[config.mk]
export PLATFORM = sky130hd
export DESIGN_NAME = vvfm_row_store
export DESIGN_NICKNAME = d
export VERILOG_FILES = /design/src/rtl/vvfm_row_store.sv
export SDC_FILE = /design/constraint.sdc
export NUM_CORES = 2
export LEC_CHECK = 0
export BUFFER_PORTS_ARGS = -buffer_cell sky130_fd_sc_hd__buf_4
export CAP_MARGIN = 20
export CORE_ASPECT_RATIO = 0.9
export CORE_MARGIN = 1
export CORE_UTILIZATION = 45
export CTS_CLUSTER_DIAMETER = 80
export DETAILED_ROUTE_END_ITERATION = 12
export GPL_TIMING_DRIVEN = 0
export HOLD_SLACK_MARGIN = 0.06
export RECOVER_POWER = 50
export SKIP_CTS_REPAIR_TIMING = 1
export SLEW_MARGIN = 20
export SYNTH_ARGS = -nofsm -noshare
export SYNTH_HDL_FRONTEND = slang
export SYNTH_SLANG_ARGS = --single-unit
[constraint.sdc]
create_clock -name clk -period 3.5 [get_ports clk]
set_input_delay 0.35 -clock clk [delete_from_list [all_inputs] [get_ports clk]]
set_output_delay 0.35 -clock clk [all_outputs]
set_load 0.05 [all_outputs]
[src/rtl/vvfm_row_store.sv]
// One copy of the occupancy row memory: one write port, one registered read port.
// Depends on nothing; instantiated once per row read (the voxel's row and each neighbor row) by the top level.
`default_nettype none

module vvfm_row_store #(
  parameter int GRID = 16
) (
  input  wire logic                            clk,
  input  wire logic                            wr_en,
  input  wire logic [$clog2(GRID*GRID)-1:0]    wr_addr,
  input  wire logic [GRID-1:0]                 wr_data,
  input  wire logic                            rd_en,
  input  wire logic [$clog2(GRID*GRID)-1:0]    rd_addr,
  output logic      [GRID-1:0]                 rd_data_r
);

  localparam int DEPTH = GRID * GRID;

  logic [GRID-1:0] mem [DEPTH];

  // Write one row
  always_ff @(posedge clk) begin
    if (wr_en) begin
      mem[wr_addr] <= wr_data;
    end
  end

  // Read one row, data valid the next cycle
  always_ff @(posedge clk) begin
    if (rd_en) begin
      rd_data_r <= mem[rd_addr];
    end
  end

endmodule

`default_nettype wire

==> reports/metrics.yaml <==
setup_path:
  worstSetupStartpoint: "rd_addr[4]"
  crit_required_ns: 4.20
  crit_type: "in2reg"
  crit_path_start_kind: "input pin"
  r2r-start: "mem[55][9]"
  cp-end-kind: "register"
  worstPathArrival_ns: 4.46
  crit_fanout: 11
  reg2reg_depth: 5
synth:
  syn_area_sq_mm: 0.159
  synth_area_per_cell_sq_um: 21.6
  synth-seq-cells: 4112
  synth_top_area_share_pct: 77.7
  synth_seq_area_share_pct: 77.7
  synthCells: 7360
  async_reset_ff_share_pct: 0
  synth.largest_area_cell: "edfxtp_1"
  synth_flop_cell: "edfxtp_1"
  ys_types: 51
  synth_edf_count: 4112
  ys_warn_count: 0
  syn-num-nets: 7395
  synthTopCellsByArea: "edfxtp_1 (78%), mux4_2 (11%), mux2i_1 (3.6%)"
sta:
  finalWorstSetupSlack_ns: -0.258
  final.setup.tns_ns: -2.46
  fin_crit_ns: 3.76
  setup_viol: 16
  slew_headroom_pct: -133
  hold_viol_final: 0
  skew_ns: 0.0582
  final.period_utilization_pct: 107
  rsz0062_at_grt: "true"
  slew_violations: 1333
  fmax_mhz: 266
  worst_pin_slew_ns: 3.50
layout:
  stdcell_area_sq_mm: 0.184
  syn_to_final_growth_pct: 15.7
  fin_util_pct: 52.4
  nets: 8135
  drive_gt1_share_pct: 28.4
cts:
  max-clock-path-buffers: 4
  numCtsBuffers: 416
  htree_levels: 5
  cts_sinks: 4112
  clk_latency_ns: 0.98
  cts_tree: "done"
  clk_pin_slew_ns: 0.06
  cts_root_buffer: "clkbuf_16"
power_and_ir_drop:
  vdd_drop_max_mv: 0.468
  power_density_mw_per_mm2: 565
  power.leakage_nw: 57.9
hold_path:
  holdPathStages: 3
  hold_class: "in2reg"
  worstHoldStart: "wr_addr[5]"
detailed_routing:
  drc: 0
  firstDrtPassIters: 8
  vias: 83700
  routed_wl_microns: 506000
  via_per_inst: 6.37
  wl_per_cell_microns: 38.5
  ant_nets: 0
  drt_iter0_markers: 13200
run_status:
  violations: "capacitance limit, slew limit, setup timing"
  outcome: "finished with violations"
floorplanning:
  die_h_microns: 566
  placementRows: 206
  start_util_pct: 45.3
  dieArea_sq_mm: 0.355
  die_x_microns: 628
  pin_count: 51
  core_sq_mm: 0.351
placed_design:
  routabilityCongestion: 0.996
  port_buffers: 40
  dp_hpwl_microns: 352000
  place_area_sq_mm: 0.170
grt:
  grt_max_degree: 127
  grt_usage_pct: 28.1
  grt_overflow_total: 0
  grt_pass1_wl_microns: 679000
  grt_pass1_vias: 80100
  antenna_found_initial: 37
run:
  cap_violations: 19
-- power by group --
group	internal [mW]	switching, mW
sequential	54.4	0.0288
clock	24.2	19.0
combinational	1.87	4.43
-- worst max-delay path: stages --
cell and delay (ns):
clkbuf_2 0.39, inv_1 0.23, buf_2 0.56, nand2_1 0.58, clkbuf_1 0.59, o31ai_2 0.75
o32ai_4 0.32, nor4_2 0.63
-- routing by layer --
layer  global-route usage [%]  vias up  part of all wire (%)  wire [microns]
met3                     8.70      849                    13           66000
met1                     39.9    44800                    39          198000
met2                     40.6     5116                    43          219000
li1                         -    32900                     -               -
met5                        0        -                 0.013              68
met4                     11.4       10                   4.5           23000
-- cells in the mapped netlist (2+ instances only) --
library cell / instances
edfxtp_1: 4112
mux4_2: 797
mux2i_1: 565
nor2_1: 304
o221ai_1: 252
clkbuf_1: 230
a21oi_1: 175
o22ai_1: 148
nor3_1: 92
mux2_2: 88
buf_6: 77
buf_2: 76
a22oi_1: 43
nand2_1: 38
o21ai_0: 37
nand3_1: 35
a22o_1: 32
a221oi_1: 28
buf_1: 27
buf_4: 26
nand4_1: 26
o32ai_1: 20
a211oi_1: 18
nor4_1: 17
o31ai_1: 16
and3_1: 11
buf_8: 11
nor2b_1: 9
a2111oi_0: 6
a31oi_1: 6
buf_12: 5
or2_2: 4
inv_1: 3
nand2b_1: 3
nand4b_1: 3
a21o_1: 2
and4_1: 2
nor4bb_1: 2
or3_1: 2
-- layout make-up --
class | instances | area, sq um
fill | 27100 | 167000
sequential | 4112 | 123000
multi-input combinational | 2792 | 34400
clock buffer | 491 | 10800
tap | 4680 | 5860
timing repair buffer | 326 | 4100
buffer | 448 | 2880
clock inverter | 264 | 2270
antenna | 15 | 37.5
inverter | 4 | 18.8
-- cells in the final DEF (no fill, tap or decap), drive strengths merged, types with 21 or more instances in the layout --
cell type	Yosys	layout
a21oi	175	175
a221oi	28	28
a22o	32	32
a22oi	43	43
buf	222	480
bufinv	0	30
clkbuf	230	765
clkinv	0	207
edfxtp	4112	4112
mux2	88	88
mux2i	565	565
mux4	797	797
nand2	38	38
nand3	35	35
nand4	26	26
nor2	304	304
nor3	92	92
o21ai	38	38
o221ai	253	253
o22ai	148	148
o32ai	21	21
-- kinds of logic after synthesis --
logic type,share of synthesized area (%)
AO/OA/AOI/OAI,3.53
buffers and inverters,1.69
flip-flops,77.7
AND/OR/NAND/NOR,1.57
multiplexers,15.5
-- final timing paths --
check	slack (ns)	to
min	0.22	mem[53][15]
min reg2reg	1.28	rd_data_r[11]
max	-0.26	rd_data_r[6]
max reg2reg	0.42	rd_data_r[9]
-- state kept, by name, summed over array words and instances (netlist names) --
| name | cells |
|---|---|
| mem | 4096 |
| rd_data_r | 16 |
-- through the flow --
stage          worst slack, ns  instances  total power [mW]  hold slack [ns]
2_1_floorplan            0.901       7360              58.1            0.449
3_3_place_gp             -3.91      12100              61.2            0.725
3_5_place_dp             -2.45      12300              61.5            0.736
4_1_cts                  -1.43      13100               104           -0.307
5_1_grt                 -0.130      13100               106            0.222
6_report                -0.258      13100               104            0.217
(Power assumes the default switching activity.)
