<file path="src/rtl/vvfm_pkg.sv">
// Shared types and constants for the voxel visible-face mask block.
// Used by the face evaluation stage and the top level under rtl/; depends on nothing.
`default_nettype none

package vvfm_pkg;

  // Grid edge supported by storage, and the register's reset value
  localparam int GRID_DEF = 16;
  localparam int GRID_SIZE_W = 5;
  localparam logic [GRID_SIZE_W-1:0] GRID_SIZE_RST = 5'd16;

  // Coordinates compared against the grid size travel at this width
  localparam int COORD_W = 6;

  // Vertex counter
  localparam int CNT_W = 17;
  localparam int VERTS_PER_FACE = 4;

  // Operation codes
  localparam logic OP_LOAD = 1'b0;
  localparam logic OP_QUERY = 1'b1;

  typedef struct packed {
    logic        operation;
    logic [3:0]  cell_x;
    logic [3:0]  cell_y;
    logic [3:0]  cell_z;
    logic [15:0] row_bits;
  } in_item_t;

  typedef struct packed {
    logic             solid;
    logic [5:0]       face_mask;
    logic [2:0]       face_count;
    logic [CNT_W-1:0] first_vertex;
  } out_item_t;

  // Command held alongside the row reads while they are in flight
  typedef struct packed {
    logic       valid;
    logic       operation;
    logic [3:0] cell_x;
    logic [3:0] cell_y;
    logic [3:0] cell_z;
  } cmd_t;

endpackage

`default_nettype wire

</file>
<file path="src/rtl/vvfm_face_eval.sv">
// Face evaluation stage: command register, neighbor tests, vertex counter, result register.
// Depends on vvfm_pkg; takes the five rows read by the top level's row stores.
`default_nettype none

module vvfm_face_eval #(
  parameter int GRID = vvfm_pkg::GRID_DEF
) (
  input  wire logic                                 clk,
  input  wire logic                                 rst_n,
  input  wire vvfm_pkg::cmd_t                       cmd,
  input  wire logic [vvfm_pkg::GRID_SIZE_W-1:0]     grid_size,
  input  wire logic [GRID-1:0]                      row_c,
  input  wire logic [GRID-1:0]                      row_yp,
  input  wire logic [GRID-1:0]                      row_ym,
  input  wire logic [GRID-1:0]                      row_zp,
  input  wire logic [GRID-1:0]                      row_zm,
  output logic                                      out_valid_r,
  output vvfm_pkg::out_item_t                       out_item_r
);

  import vvfm_pkg::*;

  cmd_t             cmd_r;
  logic [CNT_W-1:0] cnt_r, cnt_nxt;
  logic [COORD_W-1:0] n, x, y, z, xp, xm, grid6;
  logic             c_solid;
  logic [5:0]       mask;
  logic [2:0]       count;
  out_item_t        out_nxt;

  // Bit of a row at a coordinate
  function automatic logic bit_at(input logic [GRID-1:0] row, input logic [COORD_W-1:0] idx);
    logic [GRID-1:0] sh;
    sh = row >> idx;
    return sh[0];
  endfunction

  // Hold the command while its rows are read
  always_ff @(posedge clk) begin
    if (!rst_n) begin
      cmd_r.valid <= 1'b0;
    end else begin
      cmd_r.valid <= cmd.valid;
    end
    cmd_r.operation <= cmd.operation;
    cmd_r.cell_x    <= cmd.cell_x;
    cmd_r.cell_y    <= cmd.cell_y;
    cmd_r.cell_z    <= cmd.cell_z;
  end

  // Clamp the grid size and test the voxel and its six neighbors
  always_comb begin
    grid6 = COORD_W'(GRID);
    n  = (COORD_W'(grid_size) > grid6) ? grid6 : COORD_W'(grid_size);
    x  = COORD_W'(cmd_r.cell_x);
    y  = COORD_W'(cmd_r.cell_y);
    z  = COORD_W'(cmd_r.cell_z);
    xp = x + COORD_W'(1);
    xm = x - COORD_W'(1);
    c_solid = (x < n) & (y < n) & (z < n) & bit_at(row_c, x);
    mask[0] = c_solid & ~(((y + COORD_W'(1)) < n) & bit_at(row_yp, x));
    mask[1] = c_solid & ~((y != '0) & bit_at(row_ym, x));
    mask[2] = c_solid & ~((xp < n) & bit_at(row_c, xp));
    mask[3] = c_solid & ~((x != '0) & bit_at(row_c, xm));
    mask[4] = c_solid & ~(((z + COORD_W'(1)) < n) & bit_at(row_zp, x));
    mask[5] = c_solid & ~((z != '0) & bit_at(row_zm, x));
    count = 3'(mask[0]) + 3'(mask[1]) + 3'(mask[2])
          + 3'(mask[3]) + 3'(mask[4]) + 3'(mask[5]);
  end

  // Build the result and the next counter value
  always_comb begin
    cnt_nxt = cnt_r;
    out_nxt = '0;
    if (cmd_r.valid) begin
      if (cmd_r.operation == OP_LOAD) begin
        cnt_nxt = '0;
      end else begin
        out_nxt.solid        = c_solid;
        out_nxt.face_mask    = mask;
        out_nxt.face_count   = count;
        out_nxt.first_vertex = cnt_r;
        cnt_nxt = cnt_r + CNT_W'(count) * CNT_W'(VERTS_PER_FACE);
      end
    end
  end

  // Advance the counter and register the result beat
  always_ff @(posedge clk) begin
    if (!rst_n) begin
      cnt_r       <= '0;
      out_valid_r <= 1'b0;
    end else begin
      cnt_r       <= cnt_nxt;
      out_valid_r <= cmd_r.valid;
    end
    out_item_r <= out_nxt;
  end

endmodule

`default_nettype wire

</file>
<file path="config.mk">
export PLATFORM = sky130hd
export DESIGN_NAME = vvfm_face_eval
export DESIGN_NICKNAME = d
export VERILOG_FILES = /design/src/rtl/vvfm_pkg.sv /design/src/rtl/vvfm_face_eval.sv
export SDC_FILE = /design/constraint.sdc
export NUM_CORES = 1
export LEC_CHECK = 0
export ABC_CLOCK_PERIOD_IN_PS = 6100
export BUFFER_PORTS_ARGS = -buffer_cell sky130_fd_sc_hd__buf_2
export CORE_ASPECT_RATIO = 0.7
export CORE_UTILIZATION = 46
export CTS_CLUSTER_SIZE = 20
export DETAILED_ROUTE_END_ITERATION = 8
export PLACE_DENSITY_LB_ADDON = 0.3
export REMOVE_ABC_BUFFERS = 1
export SETUP_SLACK_MARGIN = 0.02
export SLEW_MARGIN = 5
export SYNTH_ARGS = -nofsm -noshare
export SYNTH_HDL_FRONTEND = slang
export SYNTH_SLANG_ARGS = --single-unit
</file>
<file path="constraint.sdc">
create_clock -name clk -period 6.1 [get_ports clk]
set_clock_uncertainty 0.05 [all_clocks]
set_input_delay 0.61 -clock clk [delete_from_list [all_inputs] [get_ports clk]]
set_output_delay 0.61 -clock clk [all_outputs]
set_load 0.01 [all_outputs]
</file>
==> results.py, run 1 <==
metrics = {
    "outcome": {
        "outcome": "completed",
    },
    "finish": {
        "multi_input_area_sq_um": 2469,
        "mostFrequentLayoutCell": "buf_2",
        "regArea_sq_um": 1102,
        "syn2layout_area_growth_pct": 22.33,
        "nets": 612,
        "layout_common_cells": "126 x buf_2, 54 x dfxtp_1, 31 x ha_1",
        "drive_gt1_frac": 0.3648,
        "nFillCells": 702,
        "final_cells": 578,
        "postLayoutCellArea_sq_um": 4621,
        "antennaDiodeCount": 0,
    },
    "setup_path": {
        "cp.arrival_ns": 5.83,
        "startpoint_type": "flip-flop",
        "required_ns": 6.26,
        "startpoint": "cmd_r[10]",
        "worst_r2r_endpoint": "cnt_r[15]",
        "reg2regPathDepth": 15,
        "crit_path_end_kind": "flip-flop",
        "rrSetupSlack_ns": 0.44,
        "r2r-start": "cmd_r[10]",
        "worstSetupPathType": "flip-flop to flip-flop",
        "worstPathMaxFanout": 13,
    },
    "die": {
        "die_w_um": 110.3,
        "start_util": 0.4778,
        "die_h_um": 77.82,
        "core_sq_um": 7905,
        "boundaryPins": 129,
        "dieArea_sq_um": 8584,
        "rows": 27,
    },
    "routing": {
        "drc": 0,
        "drtAntennaViolNets": 0,
        "post_drt_wl_per_cell_um": 16.16,
        "wirelength_mm": 9.340,
        "via_per_inst": 5.664,
        "via_count": 3274,
        "firstDrtPassIters": 4,
        "drt_iter0_markers": 178,
    },
    "power": {
        "ir_worst_vdd_mv": 0.1560,
        "power_frac_seq": 0.430,
        "p_per_area_nw_per_um2": 192.0,
        "leakage_nw": 2.139,
        "power.share.switching": 0.2811,
        "pwr-share-comb": 0.257,
        "clockPowerShare": 0.313,
        "power.internal_mw": 0.6377,
        "power_mw": 0.8871,
        "power_switching_mw": 0.2494,
    },
    "synthesis": {
        "synth_cell_types": 64,
        "synthArstFlopShare": 0,
        "synth-seq-cells": 55,
        "syn_inst": 358,
        "synth_edf_count": 0,
        "seq_area_frac_synth": 0.2915,
        "syn-cell-area_sq_um": 3777,
        "avgSynthCellArea_sq_um": 10.55,
        "yosys_warnings": 0,
        "synthFlopType": "dfxtp_1",
    },
    "flow_run": {
        "cap_violations": 0,
    },
    "clock_tree": {
        "clk_pin_slew_ns": 0.07,
        "root_buffer": "clkbuf_16",
        "cts_buffers": 5,
        "cts_buffer_depth": 2,
        "cts.sinks": 55,
        "clk-insertion-delay-late_ns": 0.29,
        "cts_tree": "done",
        "htreeDepth": 2,
    },
    "timing": {
        "final_max_slew_viol_count": 0,
        "grt_setup_unrepaired": "false",
        "tightest_slew_ns": 0.8756,
        "whs_ns": 0.3662,
        "period_share": 0.9281,
        "slew_headroom": 0.4148,
        "timing.final.hold_violations": 0,
        "fmax_mhz": 176.6,
        "finalSetupViolations": 0,
        "min_period_ns": 5.662,
    },
    "global_routing": {
        "grt_first_pass_wirelength_mm": 15.55,
        "antenna_found_initial": 0,
        "grt_overflow": 0,
        "grt.total_usage": 0.2338,
        "grt_max_degree": 38,
        "first_global_vias": 3207,
    },
    "hold_path": {
        "hold_start": "cmd[9]",
        "hp-class": "input port to flip-flop",
        "hold_depth": 1,
        "hold_end": "cmd_r[9]",
    },
    "place": {
        "io_buffers": 126,
        "placed_cell_area_sq_um": 4469,
        "dp.cells": 570,
        "hpwl_mm": 7.257,
        "place.gp.congestion": 0.8786,
    },
}
==> sequential cells by signal (all words and copies together), names as in the netlist <==
register     cells
out_item_r      25
cnt_r           15
cmd_r           14
out_valid_r      1
==> critical path, stage by stage, from the launching register on <==
cell     delay, ns
dfxtp_1       0.69
mux4_2        0.57
mux2i_1       0.31
a21o_1        0.43
a211o_1       0.18
fa_1          0.43
fa_1          0.49
inv_1         0.04
ha_1          0.19
fa_1          0.50
ha_1          0.29
a21o_1        0.12
a21oi_1       0.08
or4b_1        0.60
or4_1         0.42
a31oi_1       0.16
==> timing repair <==
item | in CTS | in global routing
setup endpoints to repair | 0 | 4
endpoints found under the hold margin | 0 | 0
setup buffers | 0 | 0
hold buffers | 0 | 0
resized for setup | 0 | 2
==> kinds of logic (layout without fill, tap and decap cells) <==
group                    after synthesis  in the layout  synth area share
AO/OA/AOI/OAI                         67             67            0.1282
buffers and inverters                 44            162           0.05764
XOR/XNOR                               7              7           0.01623
AND/OR/NAND/NOR                      110            110            0.1719
adder cells (fa/ha/maj)               35             35            0.1239
other                                  1              2         0.0009928
multiplexers                          39             39            0.2097
flip-flops                            55             55            0.2915
==> power by group through the flow <==
stage	Sequential [mW]	Combinational (mW)	Clock (mW)
5_1_grt	0.383	0.255	0.303
2_1_floorplan	0.395	0.138	0
3_5_place_dp	0.390	0.224	0
3_3_place_gp	0.389	0.217	0
4_1_cts	0.382	0.227	0.288
6_report	0.382	0.228	0.277
==> per-stage QoR <==
stage          utilization  setup TNS (ns)  setup slack (ns)
2_1_floorplan            -         -0.5546           -0.2193
5_1_grt             0.5845               0           0.09748
3_3_place_gp        0.5654               0            0.2099
3_5_place_dp        0.5654               0           0.08172
6_report            0.5845               0            0.4384
4_1_cts             0.5837               0            0.3397
==> area by class of cell <==
cell class              instances  share of cell area
flip-flops and latches         55              0.2386
inverters                      20             0.01625
well taps                     101             0.02735
repair buffers                134              0.1522
multi-input cells             260              0.5343
clock inverters                 3            0.004333
clock buffers                   5             0.02708
==> worst max-delay path by stage <==
stage | end | cells after the start | slack, ns
after floorplan | cnt_r[15] | 18 | -0.22
after global placement | cnt_r[15] | 19 | 0.21
after detailed placement | cnt_r[15] | 19 | 0.08
after CTS | cnt_r[15] | 19 | 0.34
after global routing | cnt_r[15] | 19 | 0.1
final | cnt_r[15] | 15 | 0.44
==> synth_stat cells (5+ instances only) <==
library cell / count / area (sq um)
nor2b_1: 5 / 31.28
mux2i_1: 9 / 90.09
a21o_1: 6 / 45.04
a21oi_1: 9 / 45.04
nor2_1: 12 / 45.04
nand2b_1: 8 / 50.05
mux4_1: 10 / 262.8
dfxtp_1: 55 / 1101
and3_1: 18 / 112.6
nand2_1: 19 / 71.32
nand3_1: 11 / 55.05
o21ai_0: 12 / 60.06
mux4_2: 19 / 427.9
ha_1: 31 / 387.9
clkbuf_1: 10 / 37.54
inv_1: 19 / 71.32
and2_1: 6 / 37.54
nor3_1: 8 / 40.04
a211oi_1: 5 / 37.54
==> layer usage <==
| layer | routed length (um) | track usage | up-vias |
|---|---|---|---|
| met5 | 0 | 0 | - |
| met4 | 162 | 0.07632 | 0 |
| met3 | 572 | 0.05378 | 16 |
| met2 | 4023 | 0.3373 | 94 |
| met1 | 4582 | 0.3415 | 1563 |
| li1 | - | - | 1601 |
(Power assumes the default switching activity.)
==> run 2, diff against run 1 <==
--- a/config.mk
+++ b/config.mk
@@ -8,7 +8,7 @@
 export ABC_CLOCK_PERIOD_IN_PS = 6100
 export BUFFER_PORTS_ARGS = -buffer_cell sky130_fd_sc_hd__buf_2
 export CORE_ASPECT_RATIO = 0.7
-export CORE_UTILIZATION = 46
+export CORE_UTILIZATION = 35
 export CTS_CLUSTER_SIZE = 20
 export DETAILED_ROUTE_END_ITERATION = 8
 export PLACE_DENSITY_LB_ADDON = 0.3
==> run 2 against run 1 <==
  * Die area rose by 31%
  * Global-route usage fell by 4.9 points
  * Utilization fell by 13 points
  * Non-clock buffer count rose by 2
  * Hold slack got worse by 0.015 ns
  * Combinational power barely moved
  * Critical path depth rose by 4
  * Maximum frequency fell by 0.88%
  * Cell area rose by 1.7%
  * Register-to-register slack improved by 0.03 ns
  * Sequential share of layout area fell by 0.39 points
  * Critical endpoint unchanged
  * Largest cell class unchanged
  * Largest power group unchanged
==> results.py, run 2 (synthesized netlist as in run 1, its figures left out) <==
metrics = {
    "setup_path": {
        "critical_path.cell_chain": "buf_2, inv_1, nand2_1, ha_1, a2111oi_0, o221a_2, o221ai_2, a211o_1, fa_1, fa_1, inv_1, ha_1, fa_1, ha_1, a21o_1, a21oi_1, or4b_1, or4_1, a31oi_1",
        "rrSetupSlack_ns": 0.47,
        "crit_path_end_kind": "flip-flop",
        "r2r-start": "cmd_r[9]",
        "startpoint": "grid_size[4]",
        "crit_path_max_incr_delay_ns": 0.59,
        "startpoint_type": "input port",
        "crit_slowest_cell": "or4b_1",
        "required_ns": 6.27,
        "cp.arrival_ns": 5.88,
        "worstSetupPathType": "input port to flip-flop",
        "worstPathMaxFanout": 7,
    },
    "die": {
        "boundaryPins": 129,
        "rows": 31,
        "dieArea_sq_um": 11220,
        "die_h_um": 88.92,
        "start_util": 0.3620,
        "die_w_um": 126.2,
        "core_sq_um": 10430,
    },
    "global_routing": {
        "grt_max_degree": 38,
        "first_global_vias": 3302,
        "antenna_found_initial": 0,
        "grt_overflow": 0,
        "grt.total_usage": 0.1852,
        "grt_first_pass_wirelength_mm": 16.48,
    },
    "finish": {
        "layout_common_cells": "126 x buf_2, 54 x dfxtp_1, 31 x ha_1",
        "syn2layout_area_growth_pct": 24.38,
        "nets": 614,
        "postLayoutCellArea_sq_um": 4698,
        "largest_reg_flops": 25,
        "drive_gt1_frac": 0.3653,
        "mostFrequentLayoutCell": "buf_2",
        "regMostFlops": "out_item_r",
        "antennaDiodeCount": 0,
        "reg_top3": "out_item_r: 25 flops, cnt_r: 15 flops, cmd_r: 14 flops",
    },
    "timing": {
        "finalSetupViolations": 0,
        "final_max_slew_viol_count": 0,
        "timing.final.hold_violations": 0,
        "slew_headroom": 0.3884,
        "tightest_slew_ns": 0.9161,
        "period_share": 0.9364,
        "tns_ns": 0,
        "fin_ws_ns": 0.3882,
        "min_period_ns": 5.712,
        "whs_ns": 0.3515,
        "grt_setup_unrepaired": "false",
        "fmax_mhz": 175.1,
    },
    "hold_path": {
        "hold_start": "cmd[8]",
        "hp-class": "input port to flip-flop",
    },
    "clock_tree": {
        "cts.sinks": 55,
        "clk_pin_slew_ns": 0.08,
        "htreeDepth": 2,
        "root_buffer": "clkbuf_16",
        "ctsHoldBuffers": 0,
        "cts_tree": "done",
        "cts_buffers": 5,
        "cts_buffer_depth": 2,
        "post_cts_buffers": 0,
        "cts-resized-gates": 0,
        "clk-insertion-delay-late_ns": 0.30,
    },
    "power": {
        "power_mw": 0.9407,
        "leakage_nw": 2.168,
        "p_per_area_nw_per_um2": 200.2,
        "ir_worst_vdd_mv": 0.1205,
    },
    "routing": {
        "drt_iter0_markers": 201,
        "via_count": 3280,
        "drtAntennaViolNets": 0,
        "wirelength_mm": 9.797,
        "firstDrtPassIters": 4,
        "via_per_inst": 5.368,
        "drc": 0,
        "post_drt_wl_per_cell_um": 16.03,
    },
    "place": {
        "place.gp.congestion": 0.8848,
        "placed_cell_area_sq_um": 4523,
        "hpwl_mm": 7.580,
        "io_buffers": 126,
        "place_ws_ns": 0.1226,
    },
    "outcome": {
        "outcome": "completed",
    },
    "flow_run": {
        "cap_violations": 0,
    },
}
==> run 2: cell types whose count changed in the layout (fill, tap and decap cells not counted), sizes merged <==
| cell | before | now |
|---|---|---|
| buf | 134 | 136 |
| clkinvlp | 2 | 0 |
| inv | 19 | 21 |
| bufinv | 0 | 1 |
| clkinv | 2 | 1 |
==> run 2: worst paths after layout <==
check                                endpoint  cells after the start
worst min register to register  out_item_r[4]                      2
worst max register to register      cnt_r[15]                     18
worst max-delay path                cnt_r[15]                     19
worst min-delay path                 cmd_r[8]                      1
==> run 2: worst max-delay path: cells and delay by family <==
kind / cells / cell delay [ns]
simple gates: 3 / 1.23
compound gates: 7 / 1.47
fa+ha+maj: 6 / 2.17
buf+inv: 3 / 0.40
==> run 2: per-stage QoR <==
stage          instances    util
4_1_cts              611  0.4503
2_1_floorplan        335       -
3_3_place_gp         603  0.4335
6_report             611  0.4503
3_5_place_dp         603  0.4335
5_1_grt              611  0.4503
==> run 2: report_power, final <==
group / total [mW] / leakage (nW) / switching (mW) / internal [mW]
clock network: 0.334 / 0.0863 / 0.135 / 0.198
logic: 0.226 / 1.63 / 0.109 / 0.117
registers: 0.381 / 0.449 / 0.0132 / 0.368
total: 0.941 / 2.17 / 0.257 / 0.684
==> run 2: layout make-up <==
type,instances,area (sq um)
flip-flops and latches,55,1102
clock inverters,3,50.05
repair buffers,136,718.2
clock buffers,5,125.1
multi-input cells,260,2462
well taps,132,165.2
inverters,20,75.07
fillers,980,5736
==> run 2: per-layer routing <==
| layer | vias to the layer above | track usage | wire length (um) | part of all wire |
|---|---|---|---|---|
| met5 | - | 0 | 0 | 0 |
| li1 | 1608 | - | - | - |
| met1 | 1565 | 0.2747 | 5001 | 0.51 |
| met2 | 92 | 0.2772 | 4112 | 0.42 |
| met3 | 15 | 0.03890 | 575 | 0.059 |
| met4 | 0 | 0.03724 | 108 | 0.011 |
==> run 3, diff against run 2 <==
--- a/config.mk
+++ b/config.mk
@@ -12,7 +12,6 @@
 export CTS_CLUSTER_SIZE = 20
 export DETAILED_ROUTE_END_ITERATION = 8
 export PLACE_DENSITY_LB_ADDON = 0.3
-export REMOVE_ABC_BUFFERS = 1
 export SETUP_SLACK_MARGIN = 0.02
 export SLEW_MARGIN = 5
 export SYNTH_ARGS = -nofsm -noshare
==> run 3 against run 2 <==
  * Clock power decreased by 14%
  * Count of clock-buffer cells in the layout unchanged
  * Register-to-register slack got worse by 0.09 ns
  * Critical path depth unchanged
  * Utilization decreased by 0.20 points
  * Largest cell class unchanged
  * Largest power group unchanged
==> results.py, run 3 (synthesized netlist as in run 1, its figures left out) <==
metrics = {
    "routing": {
        "drtAntennaViolNets": 0,
        "via_count": 3246,
        "drc": 0,
        "firstDrtPassIters": 4,
        "via_per_inst": 5.295,
        "wirelength_mm": 9.475,
        "post_drt_wl_per_cell_um": 15.46,
        "drt_iter0_markers": 352,
    },
    "place": {
        "io_buffers": 126,
        "hpwl_mm": 7.543,
        "place.gp.congestion": 0.9048,
    },
    "clock_tree": {
        "post_cts_buffers": 0,
        "cts_tree": "done",
        "cts-resized-gates": 0,
        "cts.sinks": 55,
        "root_buffer": "clkbuf_16",
        "ctsHoldBuffers": 0,
        "cts_buffers": 5,
        "cts_buffer_depth": 2,
        "clk_pin_slew_ns": 0.07,
        "htreeDepth": 2,
        "clk-insertion-delay-late_ns": 0.29,
    },
    "outcome": {
        "outcome": "completed",
    },
    "flow_run": {
        "cap_violations": 0,
    },
    "die": {
        "core_sq_um": 10430,
        "start_util": 0.3620,
        "die_w_um": 126.2,
        "dieArea_sq_um": 11220,
        "rows": 31,
        "boundaryPins": 129,
        "die_h_um": 88.92,
    },
    "timing": {
        "period_share": 0.9373,
        "tightest_slew_ns": 0.9249,
        "grt_setup_unrepaired": "false",
        "timing.final.hold_violations": 0,
        "fmax_mhz": 174.9,
        "final_max_slew_viol_count": 0,
        "finalSetupViolations": 0,
        "tns_ns": 0,
        "slew_headroom": 0.3819,
        "min_period_ns": 5.718,
    },
    "global_routing": {
        "grtUsageMet2": 0.2722,
        "grt_use_met1": 0.2550,
        "first_global_vias": 3008,
        "grt_use_met3": 0.03770,
        "grt_overflow": 0,
        "top_usage_layer": "met2",
        "grt_max_degree": 34,
        "antenna_found_initial": 0,
        "grt.total_usage": 0.1759,
        "grt_first_pass_wirelength_mm": 15.46,
    },
    "finish": {
        "mostFrequentLayoutCell": "buf_2",
        "layout_common_cells": "126 x buf_2, 54 x dfxtp_1, 30 x ha_1",
        "reg_top3": "out_item_r: 25 flops, cnt_r: 15 flops, cmd_r: 14 flops",
        "utilization": 0.4483,
        "antennaDiodeCount": 0,
        "syn2layout_area_growth_pct": 23.82,
        "nets": 616,
        "drive_gt1_frac": 0.3701,
        "largest_reg_flops": 25,
        "multi_input_area_sq_um": 2466,
        "regMostFlops": "out_item_r",
        "nFillCells": 997,
        "regArea_sq_um": 1102,
    },
    "setup_path": {
        "worstSetupPathType": "flip-flop to flip-flop",
        "crit_slowest_cell": "fa_1",
        "required_ns": 6.24,
        "crit_path_frequent_cell": "fa_1",
        "critPathBufInv": 3,
        "worstPathMaxFanout": 7,
        "startpoint_type": "flip-flop",
        "crit_path_end_kind": "flip-flop",
        "cp.arrival_ns": 5.86,
        "critical_path.cell_chain": "inv_1, ha_2, mux2i_1, a31oi_1, a32oi_1, o221ai_1, a211o_1, fa_1, fa_1, inv_1, ha_1, fa_1, inv_1, fa_1, nor2b_1, o2111ai_1, nor3_1, o21ai_0, a32o_1",
        "cp_top_family": "adder cells",
        "crit_path_max_incr_delay_ns": 0.56,
    },
    "hold_path": {
        "hp-class": "input port to flip-flop",
    },
    "power": {
        "ir_worst_vdd_mv": 0.1291,
        "p_per_area_nw_per_um2": 191.8,
        "leakage_nw": 2.159,
    },
}
==> run 3: cell count changes in the layout (fill, tap and decap cells not counted), sizes merged <==
cell and change:
buf +2, bufinv -1, clkinv +1
==> run 3: final timing paths <==
kind,from,to,slack (ns),depth (start not counted)
max,cmd_r[9],cnt_r[16],0.38,19
max reg2reg,cmd_r[9],cnt_r[16],0.38,19
min,cmd[12],cmd_r[12],0.37,1
min reg2reg,cnt_r[4],out_item_r[4],0.42,2
==> run 3: per-stage QoR <==
step | instance area, sq um | worst slack [ns] | power [mW] | cells | hold WS (ns)
after floorplan | 3781 | 0.2072 | 0.5413 | 359 | 0.3845
final | 4677 | 0.3824 | 0.8968 | 613 | 0.3657
after global routing | 4677 | 0.02989 | 0.9538 | 613 | 0.3589
after global placement | 4526 | 0.2916 | 0.6132 | 605 | 0.4225
after CTS | 4673 | 0.3140 | 0.9059 | 613 | 0.3564
after detailed placement | 4526 | 0.04056 | 0.6184 | 605 | 0.4156
==> run 3: power by group <==
part           leakage [nW]  switching, mW  total, mW  internal (mW)
clock network        0.0746          0.132      0.286          0.155
registers             0.449        0.00998      0.378          0.368
logic                  1.64          0.113      0.233          0.119
total                  2.16          0.255      0.897          0.642
==> run 3: worst register-to-register path: stages, from the launching register on <==
cell       delay (ns)
dfxtp_1          0.33
inv_1            0.13
ha_2             0.47
mux2i_1          0.28
a31oi_1          0.13
a32oi_1          0.34
o221ai_1         0.23
a211o_1          0.32
fa_1             0.48
fa_1             0.49
inv_1            0.04
ha_1             0.19
fa_1             0.56
inv_1            0.08
fa_1             0.40
nor2b_1          0.24
o2111ai_1        0.21
nor3_1           0.28
o21ai_0          0.12
a32o_1           0.27
==> run 3: per-layer routing <==
layer / vias to the layer above / part of all wire
met5: - / 0
met4: 0 / 0.0051
met3: 6 / 0.058
met2: 85 / 0.44
met1: 1547 / 0.49
li1: 1608 / -
==> run 3: final cells by class <==
class | instances | share of cell area
Multi-Input combinational cell | 260 | 0.5273
Inverter | 20 | 0.01605
Timing Repair Buffer | 138 | 0.1541
Clock buffer | 5 | 0.02675
Tap cell | 132 | 0.03531
Sequential cell | 55 | 0.2357
Clock inverter | 3 | 0.004815
